===== src/assert_macros.svh =====
// Assertion macros used by station_table_with_aging.
`ifndef ASSERT_MACROS_SVH
`define ASSERT_MACROS_SVH
`ifndef ASSERT_OFF
`define ASSERT_IMP(lbl, clk, rst_n, a, c) \
  lbl: assert property (@(posedge clk) disable iff (!rst_n) (a) |-> (c)) else $error("assert");
`define ASSERT_NXT(lbl, clk, rst_n, a, c) \
  lbl: assert property (@(posedge clk) disable iff (!rst_n) (a) |=> (c)) else $error("assert");
`else
`define ASSERT_IMP(lbl, clk, rst_n, a, c)
`define ASSERT_NXT(lbl, clk, rst_n, a, c)
`endif
`endif


===== src/stwa_pkg.sv =====
// ----------------------------------------------------------------------------
// stwa_pkg
// Shared constants and types of the station table.
// ----------------------------------------------------------------------------
`timescale 1ns / 1ps
package stwa_pkg;
  localparam int SLOTS_DEF = 8;
  localparam logic [1:0] OP_UPDATE = 2'd0;
  localparam logic [1:0] OP_SWEEP  = 2'd1;
  localparam logic [1:0] OP_READ   = 2'd2;
  localparam logic [1:0] OP_NONE   = 2'd3;
  localparam logic [2:0] ST_EXIST = 3'd0;
  localparam logic [2:0] ST_FREE  = 3'd1;
  localparam logic [2:0] ST_EVICT = 3'd2;
  localparam logic [2:0] ST_BADCO = 3'd3;
  localparam logic [2:0] ST_BADSP = 3'd4;
  localparam logic [2:0] ST_DONE  = 3'd5;
  localparam logic [1:0] CFG_TIMEOUT = 2'd0;
  localparam logic [1:0] CFG_ALPHA   = 2'd1;
  localparam logic [1:0] CFG_SPEED   = 2'd2;
  localparam logic signed [31:0] LAT_MAX = 32'sd900000000;
  localparam logic signed [31:0] LON_MAX = 32'sd1800000000;

  typedef struct packed {
    logic        valid;
    logic        sig_f;
    logic        risk_f;
    logic        pos_f;
    logic [47:0] addr;
    logic [31:0] stamp;
    logic [7:0]  raw;
    logic [15:0] ema;
    logic [1:0]  risk;
    logic [31:0] lat;
    logic [31:0] lon;
    logic [15:0] speed;
  } entry_t;
endpackage


===== src/stwa_ema.sv =====
// ----------------------------------------------------------------------------
// stwa_ema
// Registered Q8.8 moving average: two products, one sum, saturate.
// ----------------------------------------------------------------------------
`timescale 1ns / 1ps
module stwa_ema (
  input  logic               clk,
  input  logic [8:0]         alpha,
  input  logic signed [7:0]  raw,
  input  logic signed [15:0] prev,
  output logic signed [15:0] ema_r
);
  logic [8:0] a;
  logic signed [31:0] p1_r, p2_r, s;
  logic signed [23:0] q;
  logic signed [15:0] ema_nxt;
  assign a = (alpha > 9'd256) ? 9'd256 : alpha;
  always_ff @(posedge clk) begin
    p1_r <= $signed({23'd0, a}) * 32'(raw) * 32'sd256;
    p2_r <= $signed(32'(10'd256 - {1'b0, a})) * 32'(prev);
    ema_r <= ema_nxt;
  end
  always_comb begin
    s = p1_r + p2_r + 32'sd128;
    q = 24'(s >>> 8);
    if (q > 24'sd32767) ema_nxt = 16'sh7fff;
    else if (q < -24'sd32768) ema_nxt = 16'sh8000;
    else ema_nxt = q[15:0];
  end
endmodule


===== src/station_table_with_aging.sv =====
// ----------------------------------------------------------------------------
// station_table_with_aging
// Station table keyed by 48-bit address, with signal smoothing and aging.
// ----------------------------------------------------------------------------
// Usage:
//  in_*   : one item per transaction (opcode update / sweep / read).
//  out_*  : one result per item.
//  cfg_*  : register writes (0 timeout_ms, 1 smoothing_alpha, 2 speed_limit),
//           always ready; write only while idle.
// Timing: an item is first checked, then one slot is visited per cycle
// by a single compare unit (address match, free slot, oldest stamp, expiry).
// An accepted update registers its result after check, scan, smoothing and
// commit; a sweep registers its result with the visit of the last slot.
// Rejected updates, reads and unused opcodes register theirs in the check
// state. in_tready is low during the work and while a result waits, so
// a new item is accepted only after the last is done and its result taken.
// The result sits in an output register until taken; a stalled receiver
// holds the block with the result pending, and the next item is accepted
// once the result is gone. Reset clears all slots (valid bits and data in
// flip-flops) and loads register defaults.
// ----------------------------------------------------------------------------
`timescale 1ns / 1ps
`include "assert_macros.svh"
module station_table_with_aging #(
  parameter int SLOTS = stwa_pkg::SLOTS_DEF
) (
  input  logic         clk,
  input  logic         rst_n,
  input  logic         in_tvalid,
  output logic         in_tready,
  // opcode[1:0] station_addr[49:2] has_signal[50] signal_dbm[58:51]
  // remote_flag[59] risk_level[61:60] latitude[93:62] longitude[125:94]
  // speed[141:126] now_ms[173:142] slot_index[176:174]
  input  logic [183:0] in_tdata,
  output logic         out_tvalid,
  input  logic         out_tready,
  // status[2:0] slot[5:3] active_count[9:6] entry_flags[13:10]
  // entry_addr[61:14] entry_signal_raw[69:62] entry_signal_smoothed[85:70]
  // entry_risk[87:86] entry_latitude[119:88] entry_longitude[151:120]
  // entry_speed[167:152] entry_last_seen[199:168]
  output logic [199:0] out_tdata,
  input  logic         cfg_valid,
  output logic         cfg_ready,
  input  logic [1:0]   cfg_index,
  input  logic [31:0]  cfg_data
);
  localparam int IW = $clog2(SLOTS);
  localparam int CW = $clog2(SLOTS + 1);

  typedef enum logic [4:0] {
    S_IDLE = 5'b00001, S_SCAN = 5'b00010, S_EMA = 5'b00100,
    S_COMMIT = 5'b01000, S_OUT = 5'b10000
  } state_t;

  state_t state_r, state_nxt;
  stwa_pkg::entry_t tab_r [SLOTS];
  logic [31:0] timeout_r;
  logic [8:0]  alpha_r;
  logic [15:0] speedlim_r;
  logic [183:0] it_r;
  logic [IW:0]  cnt_r;
  logic [IW-1:0] idx;
  logic          hit_r, free_r;
  logic [IW-1:0] hit_i_r, free_i_r, old_i_r;
  logic [31:0]   old_s_r;
  logic [1:0]    ewait_r;
  logic [199:0]  out_r;
  logic          outv_r;
  logic [IW-1:0] tgt;
  logic [2:0]    stat;
  logic signed [15:0] ema_q;
  logic [CW-1:0] act;

  logic [1:0]  op;
  logic [47:0] addr;
  logic        hsig, remote;
  logic signed [7:0] sig;
  logic [1:0]  risk;
  logic signed [31:0] lat, lon;
  logic signed [15:0] spd;
  logic [31:0] now;
  logic [2:0]  sidx;
  stwa_pkg::entry_t cur, e;

  assign op = it_r[1:0];
  assign addr = it_r[49:2];
  assign hsig = it_r[50];
  assign sig = it_r[58:51];
  assign remote = it_r[59];
  assign risk = it_r[61:60];
  assign lat = it_r[93:62];
  assign lon = it_r[125:94];
  assign spd = it_r[141:126];
  assign now = it_r[173:142];
  assign sidx = it_r[176:174];

  assign in_tready = (state_r == S_IDLE) && !outv_r;
  assign out_tvalid = outv_r;
  assign out_tdata = out_r;
  assign cfg_ready = 1'b1;
  assign idx = cnt_r[IW-1:0];
  assign cur = tab_r[idx];

  always_comb begin
    act = '0;
    for (int i = 0; i < SLOTS; i++) act = act + CW'(tab_r[i].valid);
  end

  assign tgt = hit_r ? hit_i_r : (free_r ? free_i_r : old_i_r);
  assign stat = hit_r ? stwa_pkg::ST_EXIST : (free_r ? stwa_pkg::ST_FREE : stwa_pkg::ST_EVICT);

  stwa_ema u_ema (.clk(clk), .alpha(alpha_r), .raw(sig), .prev(tab_r[tgt].ema), .ema_r(ema_q));

  function automatic logic [199:0] pack(logic [2:0] st, logic [2:0] sl, logic [3:0] ac,
                                        stwa_pkg::entry_t x, logic use_e);
    logic [199:0] r;
    r = '0;
    r[2:0] = st; r[5:3] = sl; r[9:6] = ac;
    if (use_e) begin
      r[13:10] = {x.pos_f, x.risk_f, x.sig_f, x.valid};
      r[61:14] = x.addr; r[69:62] = x.raw; r[85:70] = x.ema; r[87:86] = x.risk;
      r[119:88] = x.lat; r[151:120] = x.lon; r[167:152] = x.speed;
      r[199:168] = x.stamp;
    end
    return r;
  endfunction

  // checks
  logic bad_co, bad_sp;
  assign bad_co = !remote && (lat < -stwa_pkg::LAT_MAX || lat > stwa_pkg::LAT_MAX ||
                  lon < -stwa_pkg::LON_MAX || lon > stwa_pkg::LON_MAX);
  assign bad_sp = !remote && (spd < 0 || {1'b0, spd[14:0]} > speedlim_r);

  always_comb begin
    e = tab_r[tgt];
    if (!hit_r) e = '0;
    e.valid = 1'b1; e.addr = addr; e.stamp = now;
    if (hsig) begin
      e.ema = e.sig_f ? ema_q : 16'(sig) <<< 8;
      e.sig_f = 1'b1; e.raw = sig;
    end
    if (remote) begin
      e.risk_f = 1'b1; e.risk = risk; e.pos_f = 1'b0;
    end else begin
      e.pos_f = 1'b1; e.lat = lat; e.lon = lon; e.speed = spd;
      e.risk_f = 1'b0; e.risk = '0;
    end
  end

  always_comb begin
    state_nxt = state_r;
    case (state_r)
      S_IDLE:   if (in_tvalid && in_tready) state_nxt = S_OUT;
      S_OUT: begin
        if (op == stwa_pkg::OP_UPDATE && !bad_co && !bad_sp) state_nxt = S_SCAN;
        else if (op == stwa_pkg::OP_SWEEP) state_nxt = S_SCAN;
        else state_nxt = S_IDLE;
      end
      S_SCAN:   if (cnt_r == (IW+1)'(SLOTS - 1))
                  state_nxt = (op == stwa_pkg::OP_SWEEP) ? S_IDLE : S_EMA;
      S_EMA:    if (ewait_r == 2'd1) state_nxt = S_COMMIT;
      S_COMMIT: state_nxt = S_IDLE;
      default:  state_nxt = S_IDLE;
    endcase
  end

  always_ff @(posedge clk) begin
    if (!rst_n) begin
      state_r <= S_IDLE;
      outv_r <= 1'b0;
      timeout_r <= 32'd5000; alpha_r <= 9'd77; speedlim_r <= 16'd8000;
      for (int i = 0; i < SLOTS; i++) tab_r[i] <= '0;
      cnt_r <= '0; ewait_r <= '0;
    end else begin
      state_r <= state_nxt;
      if (outv_r && out_tready) outv_r <= 1'b0;
      if (cfg_valid) begin
        case (cfg_index)
          stwa_pkg::CFG_TIMEOUT: timeout_r <= cfg_data;
          stwa_pkg::CFG_ALPHA:   alpha_r <= cfg_data[8:0];
          stwa_pkg::CFG_SPEED:   speedlim_r <= cfg_data[15:0];
          default: ;
        endcase
      end
      case (state_r)
        S_IDLE: if (in_tvalid && in_tready) it_r <= in_tdata;
        S_OUT: begin
          cnt_r <= '0; ewait_r <= '0;
          hit_r <= 1'b0; free_r <= 1'b0; old_s_r <= tab_r[0].stamp;
          hit_i_r <= '0; free_i_r <= '0; old_i_r <= '0;
          if (op == stwa_pkg::OP_READ) begin
            outv_r <= 1'b1;
            out_r <= pack(stwa_pkg::ST_DONE, sidx, 4'(act), tab_r[sidx[IW-1:0]],
                          {29'd0, sidx} < SLOTS);
          end else if (op == stwa_pkg::OP_UPDATE && bad_co) begin
            outv_r <= 1'b1; out_r <= pack(stwa_pkg::ST_BADCO, 3'd0, 4'(act), cur, 1'b0);
          end else if (op == stwa_pkg::OP_UPDATE && bad_sp) begin
            outv_r <= 1'b1; out_r <= pack(stwa_pkg::ST_BADSP, 3'd0, 4'(act), cur, 1'b0);
          end else if (op != stwa_pkg::OP_UPDATE && op != stwa_pkg::OP_SWEEP) begin
            outv_r <= 1'b1; out_r <= pack(stwa_pkg::ST_DONE, 3'd0, 4'(act), cur, 1'b0);
          end
        end
        S_SCAN: begin
          cnt_r <= cnt_r + 1'b1;
          if (op == stwa_pkg::OP_SWEEP) begin
            if (cur.valid && (now - cur.stamp) > timeout_r) tab_r[idx].valid <= 1'b0;
          end else begin
            if (!hit_r && cur.valid && cur.addr == addr) begin
              hit_r <= 1'b1; hit_i_r <= idx;
            end
            if (!free_r && !cur.valid) begin
              free_r <= 1'b1; free_i_r <= idx;
            end
            if (cur.stamp < old_s_r) begin
              old_s_r <= cur.stamp; old_i_r <= idx;
            end
          end
          if (state_nxt == S_IDLE) outv_r <= 1'b1;
          if (op == stwa_pkg::OP_SWEEP && state_nxt == S_IDLE)
            out_r <= pack(stwa_pkg::ST_DONE, 3'd0, 4'(act -
                     CW'(cur.valid && (now - cur.stamp) > timeout_r)), cur, 1'b0);
        end
        S_EMA: ewait_r <= ewait_r + 2'd1;
        S_COMMIT: begin
          tab_r[tgt] <= e;
          outv_r <= 1'b1;
          out_r <= pack(stat, 3'(tgt), 4'(act + CW'(!hit_r && free_r)), e, 1'b1);
        end
        default: ;
      endcase
    end
  end

  `ASSERT_IMP(a_busy, clk, rst_n, state_r != S_IDLE, !in_tready)
  `ASSERT_NXT(a_commit, clk, rst_n, state_r == S_COMMIT, out_tvalid && state_r == S_IDLE)
  `ASSERT_IMP(a_cnt, clk, rst_n, state_r == S_SCAN, cnt_r < (IW+1)'(SLOTS))
  `ASSERT_IMP(a_outhold, clk, rst_n, out_tvalid && !out_tready, !in_tready)
endmodule


===== config.mk =====
export PLATFORM = sky130hd
export DESIGN_NAME = station_table_with_aging
export DESIGN_NICKNAME = d
export VERILOG_FILES = /design/src/stwa_pkg.sv /design/src/stwa_ema.sv /design/src/station_table_with_aging.sv
export VERILOG_INCLUDE_DIRS = /design/src /design/src/src
export SDC_FILE = /design/constraint.sdc
export NUM_CORES = 2
export LEC_CHECK = 0
export BUFFER_PORTS_ARGS = -buffer_cell sky130_fd_sc_hd__buf_2
export CAP_MARGIN = 0
export CORE_MARGIN = 4
export CORE_UTILIZATION = 50
export CTS_CLUSTER_DIAMETER = 30
export DETAILED_ROUTE_END_ITERATION = 16
export PLACE_DENSITY = 0.68
export SYNTH_ARGS = -nofsm -noshare
export SYNTH_HDL_FRONTEND = slang
export SYNTH_HIERARCHICAL = 1
export SYNTH_SLANG_ARGS = --single-unit

===== constraint.sdc =====
create_clock -name clk -period 16.2 [get_ports clk]
set_input_delay 0.81 -clock clk [delete_from_list [all_inputs] [get_ports clk]]
set_output_delay 0.81 -clock clk [all_outputs]
set_load 0.03 [all_outputs]

-- Word level (Yosys, flattened, before mapping)
Memories as Yosys holds them, arrays and structs flattened. A register that Yosys moved wholly into a read port is not among the register bits.
Index checks and enable logic that the tools add are counted.
- register bits after elaboration: 561
- bits in writable memories: 1520
- input port bits: 223
- output and inout bits: 203
- logic and storage cells: 181
- memories: 1
- memory list (name ; words ; width ; rd ports ; clocked after Yosys merged registers in ; wr ports ; line ; text):
    tab_r ; 8 ; 190 ; 11 ; 2 ; 8 ; station_table_with_aging.sv:56 ; stwa_pkg::entry_t tab_r [SLOTS];
- add/sub/neg operators: 15
- multiply operators: 2
- order comparisons: 11
- equality and inequality tests: 20
- multiplexer cells: 71
- reduce and logical (&&, ||, !) cells: 43
- operator list (cell ; count):
    2-to-1 mux 200 bit ; 5
    case mux 200 bit (3 select lines) ; 1
    2-to-1 mux 190 bit ; 2
    OR reduction 190 bit ; 2
    2-to-1 mux 189 bit ; 1
    2-to-1 mux 80 bit ; 1
    2-to-1 mux 32 bit ; 2
    case mux 32 bit (2 select lines) ; 1
    equality test 48 bit ; 1
    2-to-1 mux 3 bit ; 14
    adder 32 bit ; 1
    adder 32 x 9 -> 32 bit, second input constant ; 1
    greater-than comparator 32 x 31 -> 1 bit, second input constant ; 1
    greater-than comparator 32 bit ; 1
    greater-than comparator 32 bit, second input constant ; 1
    less-than comparator 32 x 31 -> 1 bit, second input constant ; 1
    less-than comparator 32 bit ; 1
    less-than comparator 32 bit, second input constant ; 1
    2-to-1 mux 16 bit ; 2
    subtractor 32 bit ; 1
    multiplier 10 x 16 -> 26 bit ; 1
    greater-than comparator 24 x 16 -> 1 bit, second input constant ; 1
    less-than comparator 24 x 16 -> 1 bit, second input constant ; 1
    2-to-1 mux 24 bit ; 1
    42 further kinds ; 117

-- Depth between registers and ports, before layout
- depth after elaboration: 14
- gate-level depth with buffers: 33
- mapped depth without buffers: 30

-- Cells and area by module
Netlist, hierarchy kept.
- by module, submodules not included (module ; instances ; cells an instance ; area an instance (um2) ; seq. area each (um2)):
    station_table_with_aging ; 1 ; 6963 ; 98769.7 ; 59757.3
    stwa_ema ; 1 ; 1165 ; 10398.7 ; 1061.0

-- Least setup slack after synthesis
Ideal clock, no wire load.
- path type: reg2reg
- from: register it_r[114]
- to: register out_r[0], in the netlist out_tdata[0] (enable)
- library setup time: 1.037 ns
- data arrival time: 15.774 ns
- data required time: 15.163 ns
- slack: -0.611 ns
- stages on the path, launching flop included: 9
- path buffers: 0
- period minus slack after synthesis: 16.811 ns
- cell sequence: edfxtp_1 -> or4_1 -> nor4b_1 -> o21ai_0 -> nand3_1 -> and3_2 -> or3_4 -> a21oi_1 -> o21ai_0
- cells in the longest elaborated chain, start to end: 13
- elaborated cells between the ends (all ways): 16
- classes of those cells: order compare: 2; eq/ne: 3; mux: 2; reduce/logical: 9
- RTL lines (item ; line ; text):
    from (decl) ; station_table_with_aging.sv:60 ; logic [183:0] it_r;
    from (signal assigned) ; station_table_with_aging.sv:186 ; S_IDLE: if (in_tvalid && in_tready) it_r <= in_tdata;
    less-than comparator 32 bit ; station_table_with_aging.sv:131 ; lon < -stwa_pkg::LON_MAX || lon > stwa_pkg::LON_MAX);
    logical OR 1 bit ; station_table_with_aging.sv:130 ; assign bad_co = !remote && (lat < -stwa_pkg::LAT_MAX || lat > stwa_pkg::LAT_MAX ||
    logical OR 1 bit * ; station_table_with_aging.sv:131 ;
    logical AND 1 bit * ; station_table_with_aging.sv:130 ;
    logical NOT 1 bit ; station_table_with_aging.sv:155 ; if (op == stwa_pkg::OP_UPDATE && !bad_co && !bad_sp) state_nxt = S_SCAN;
    logical AND 1 bit (2 in a row) ; station_table_with_aging.sv:155 ;
    2-to-1 mux 2 bit ; station_table_with_aging.sv:155 ;
    case mux 5 bit (4 select lines) ; station_table_with_aging.sv:152 ; case (state_r)
    equality test 5 x 1 -> 1 bit ; station_table_with_aging.sv:219 ; if (op == stwa_pkg::OP_SWEEP && state_nxt == S_IDLE)
    logical AND 1 bit ; station_table_with_aging.sv:219 ;
    inequality test 2 bit (no source line) ; -- ;
    AND reduction 4 bit (no source line) * ; -- ;
    to (signal assigned) ; station_table_with_aging.sv:193 ; out_r <= pack(stwa_pkg::ST_DONE, sidx, 4'(act), tab_r[sidx[IW-1:0]],
    to (signal assigned) ; station_table_with_aging.sv:220 ; out_r <= pack(stwa_pkg::ST_DONE, 3'd0, 4'(act -
    to (signal assigned) ; station_table_with_aging.sv:227 ; out_r <= pack(stat, 3'(tgt), 4'(act + CW'(!hit_r && free_r)), e, 1'b1);
    to (decl) ; station_table_with_aging.sv:67 ; logic [199:0] out_r;
Mark *: on every way between the ends. The rest lies on a longest branch, timed or not.
A chain may end at the register's enable or synchronous reset.

==> results.yml <==
synth:
  netlist_area_sq_um: 109000
  postSynthAreaPerCell_sq_um: 13.4
  async_flop_share_pct: 0
  yosysWarnings: 6
  synthFlopType: "edfxtp_1"
  synth_edf_count: 1940
  postSynthCellCount: 8128
  ys_types: 90
  ys_ff_latch: 2068
  ys_seq_area_share_pct: 55.7
setup_path:
  reg2regPathDepth: 27
  timing_worst_setup_path_type: "reg2reg"
  critical-path-slowest-cell: "dfxtp_4"
  r2r_slack_ns: 6.45
  reg2reg_to: "out_tdata[9]"
  cp.required_ns: 16.87
  crit_top_cell: "ha_1"
  slowest_delay_ns: 0.74
  startpoint_type: "flip-flop"
  worstPathMaxFanout: 106
  critPathArrivalTime_ns: 10.42
  setup.worst_path.end_class: "flip-flop"
final_layout:
  final_cell_mix: "edfxtp_1, nor2_1, mux4_2"
  seq_area_sq_um: 60800
  layout_commonest_cell: "edfxtp_1"
  final_area_sq_um: 130000
  syn2layout_area_growth_pct: 19.5
  multiInputGateArea_sq_um: 45000
  final_nets: 9341
  drive_above_1_share_pct: 23.9
  fillers: 16400
clock_tree:
  cts_buffers: 446
  cts_tree: "done"
  clockBufferDepth: 4
  ctsHtreeMaxLevel: 5
  cts_sinks: 2068
  clkTransAtPathRegs_ns: 0.05
  clock_latency_ns: 1.00
  post_cts_buffers: 0
  clock-root-buffer: "clkbuf_16"
  cts-resized-gates: 0
  postCtsHoldBufs: 120
pwr:
  p_int_mw: 13.5
  power.share.combinational_pct: 15.3
  p_seq_share_pct: 34.7
  clkPwrFrac_pct: 50.0
  irDropWorstVdd_v: 0.0000992
  p_leak_nw: 47.4
  switching_share_pct: 26.1
  powerDensity_nw_per_um2: 140
  switching_power_mw: 4.78
hold_path:
  hold_class: "in2reg"
  hold_depth: 1
  min-delay-start: "in_tdata[94]"
  hold_end: "it_r[94]"
placed_design:
  io_buffers: 417
  place_congestion: 0.872
  hpwl_mm: 190
  placed_area_sq_um: 114000
global_routing:
  grt_overflow: 0
  grt_usage_pct: 29.9
  grt_pass1_vias: 77900
  grt_pass1_wl_mm: 500
  grt_start_max_net_pins: 146
  antenna_found_initial: 18
routing:
  ant_nets: 0
  drt_wl_total_mm: 341
  post_drt_wl_per_cell_um: 28.6
  drt_pre_antenna_iters: 6
  drt_iter0_drc: 8563
  dr_total_vias: 75000
  vias_per_cell: 6.29
  drc: 0
sta:
  finalCriticalPeriod_ns: 9.75
  setup_violations: 0
  tns_ns: 0
  skew_ns: 0.120
  slew_violations: 0
  slew_headroom_pct: 17.3
  max_freq_mhz: 103
  hold_ws_ns: 0.0516
  worstMarginPinSlew_ns: 1.23
  timing.final.hold_violations: 0
  rsz0062_at_grt: "no"
  period_share_pct: 60.2
run:
  cap_viol_max_count: 0
floorplanning:
  fp.dieArea_sq_um: 226000
  row_count: 171
  pin_count: 426
  coreArea_sq_um: 217000
  start_util_pct: 50.3
  die_x_um: 475
  die_y_um: 475
outcome:
  status: "finished, final reports clean"
[area by class of cell]
class	count	area share (%)
Tap cell	2854	2.74
Inverter	403	1.16
Timing Repair Buffer	641	3.28
Antenna cell	7	0.0134
Clock inverter	312	2.79
Multi-Input combinational cell	5130	34.5
Clock buffer	502	8.85
Sequential cell	2068	46.6
[kinds of logic (layout without fill, tap and decap cells)]
logic type,Yosys count,in the layout,share of synthesized area (%)
xor+xnor,128,128,1.03
fa+ha+maj,428,428,6.20
compound gates,841,841,5.24
mux,1044,1044,18.2
buf+inv,944,1858,3.37
simple gates,2672,2672,10.2
other cells,3,24,0.0103
flops,2068,2068,55.7
[sequential cells by signal, summed over array words and instances (netlist names), 4 cells and up, named ones only]
register	flops
tab_r	1520
out_tdata	200
it_r	177
old_s_r	32
timeout_r	32
u_ema/p2_r	19
u_ema/p1_r	18
speedlim_r	16
u_ema/ema_r	16
alpha_r	9
state_r	5
cnt_r	4
[per-stage QoR]
stage | worst slack, ns | instances | power (mW) | utilization (%)
2_1_floorplan | 4.79 | 8142 | 8.46 | -
4_1_cts | 6.33 | 11900 | 18.3 | 60.0
3_3_place_gp | 6.65 | 11000 | 9.07 | 52.5
5_1_grt | 5.90 | 11900 | 18.9 | 60.1
3_5_place_dp | 6.41 | 11000 | 9.15 | 52.5
6_report | 6.45 | 11900 | 18.3 | 60.1
[power by group through the flow]
stage	logic [mW]	clock network [mW]	registers, mW
floorplan	2.08	0	6.38
global placement	2.66	0	6.40
detailed placement	2.72	0	6.42
CTS	2.77	9.21	6.33
global route	3.09	9.50	6.36
finish	2.79	9.15	6.34
[cell usage after synthesis (all sizes together) (10+ instances only)]
cell type | number | area, sq um
edfxtp | 1940 | 58300
nor2 | 1518 | 5700
mux4 | 752 | 16900
nand2 | 709 | 2660
inv | 403 | 1510
clkbuf | 392 | 1470
mux2i | 287 | 2900
a21oi | 252 | 1570
ha | 240 | 3000
o21ai | 192 | 972
and2 | 190 | 1190
fa | 188 | 3760
buf | 149 | 693
dfxtp | 128 | 2560
o22ai | 103 | 644
xnor2 | 101 | 885
a21o | 52 | 390
a21boi | 47 | 353
nand3 | 39 | 195
nor2b | 39 | 246
nor3 | 36 | 180
a221oi | 28 | 385
nand4 | 28 | 190
xor2 | 27 | 236
nand2b | 23 | 144
o211ai | 23 | 183
nor4 | 22 | 138
o21bai | 22 | 165
a31oi | 19 | 134
o21a | 16 | 128
and3 | 14 | 88.8
a211oi | 13 | 108
o31ai | 13 | 97.6
nand3b | 11 | 82.6
a22oi | 10 | 115
or3 | 10 | 72.6
[per-layer routing]
layer  global-route usage (%)  vias up  share of wire, %
met4                     14.1        4               4.9
met1                     39.1    38100                37
met3                     6.50      884                11
met2                     48.0     4657                47
li1                         -    31300                 -
met5                        0        -            0.0079
[worst max path at each step]
| stage | start | end | slack [ns] | depth (start not counted) |
|---|---|---|---|---|
| 2_1_floorplan | it_r[114] | out_tdata[0] | 4.79 | 8 |
| 3_3_place_gp | flip-flop | out_tdata[9] | 6.65 | 27 |
| 3_5_place_dp | flip-flop | out_tdata[9] | 6.41 | 27 |
| 4_1_cts | flip-flop | out_tdata[9] | 6.33 | 27 |
| 5_1_grt | flip-flop | out_tdata[9] | 5.90 | 27 |
| 6_report | flip-flop | out_tdata[9] | 6.45 | 27 |
[critical path: cells and delay by family (launching register included)]
family / cells / cell delay, ns
AOI/OAI and AO/OA: 14 / 3.69
adders and majority gates: 3 / 0.94
buffers and inverters: 3 / 1.43
DFF: 1 / 0.74
muxes: 2 / 1.10
and+or+nand+nor: 5 / 1.47
Power figures use the tool's default switching activity.
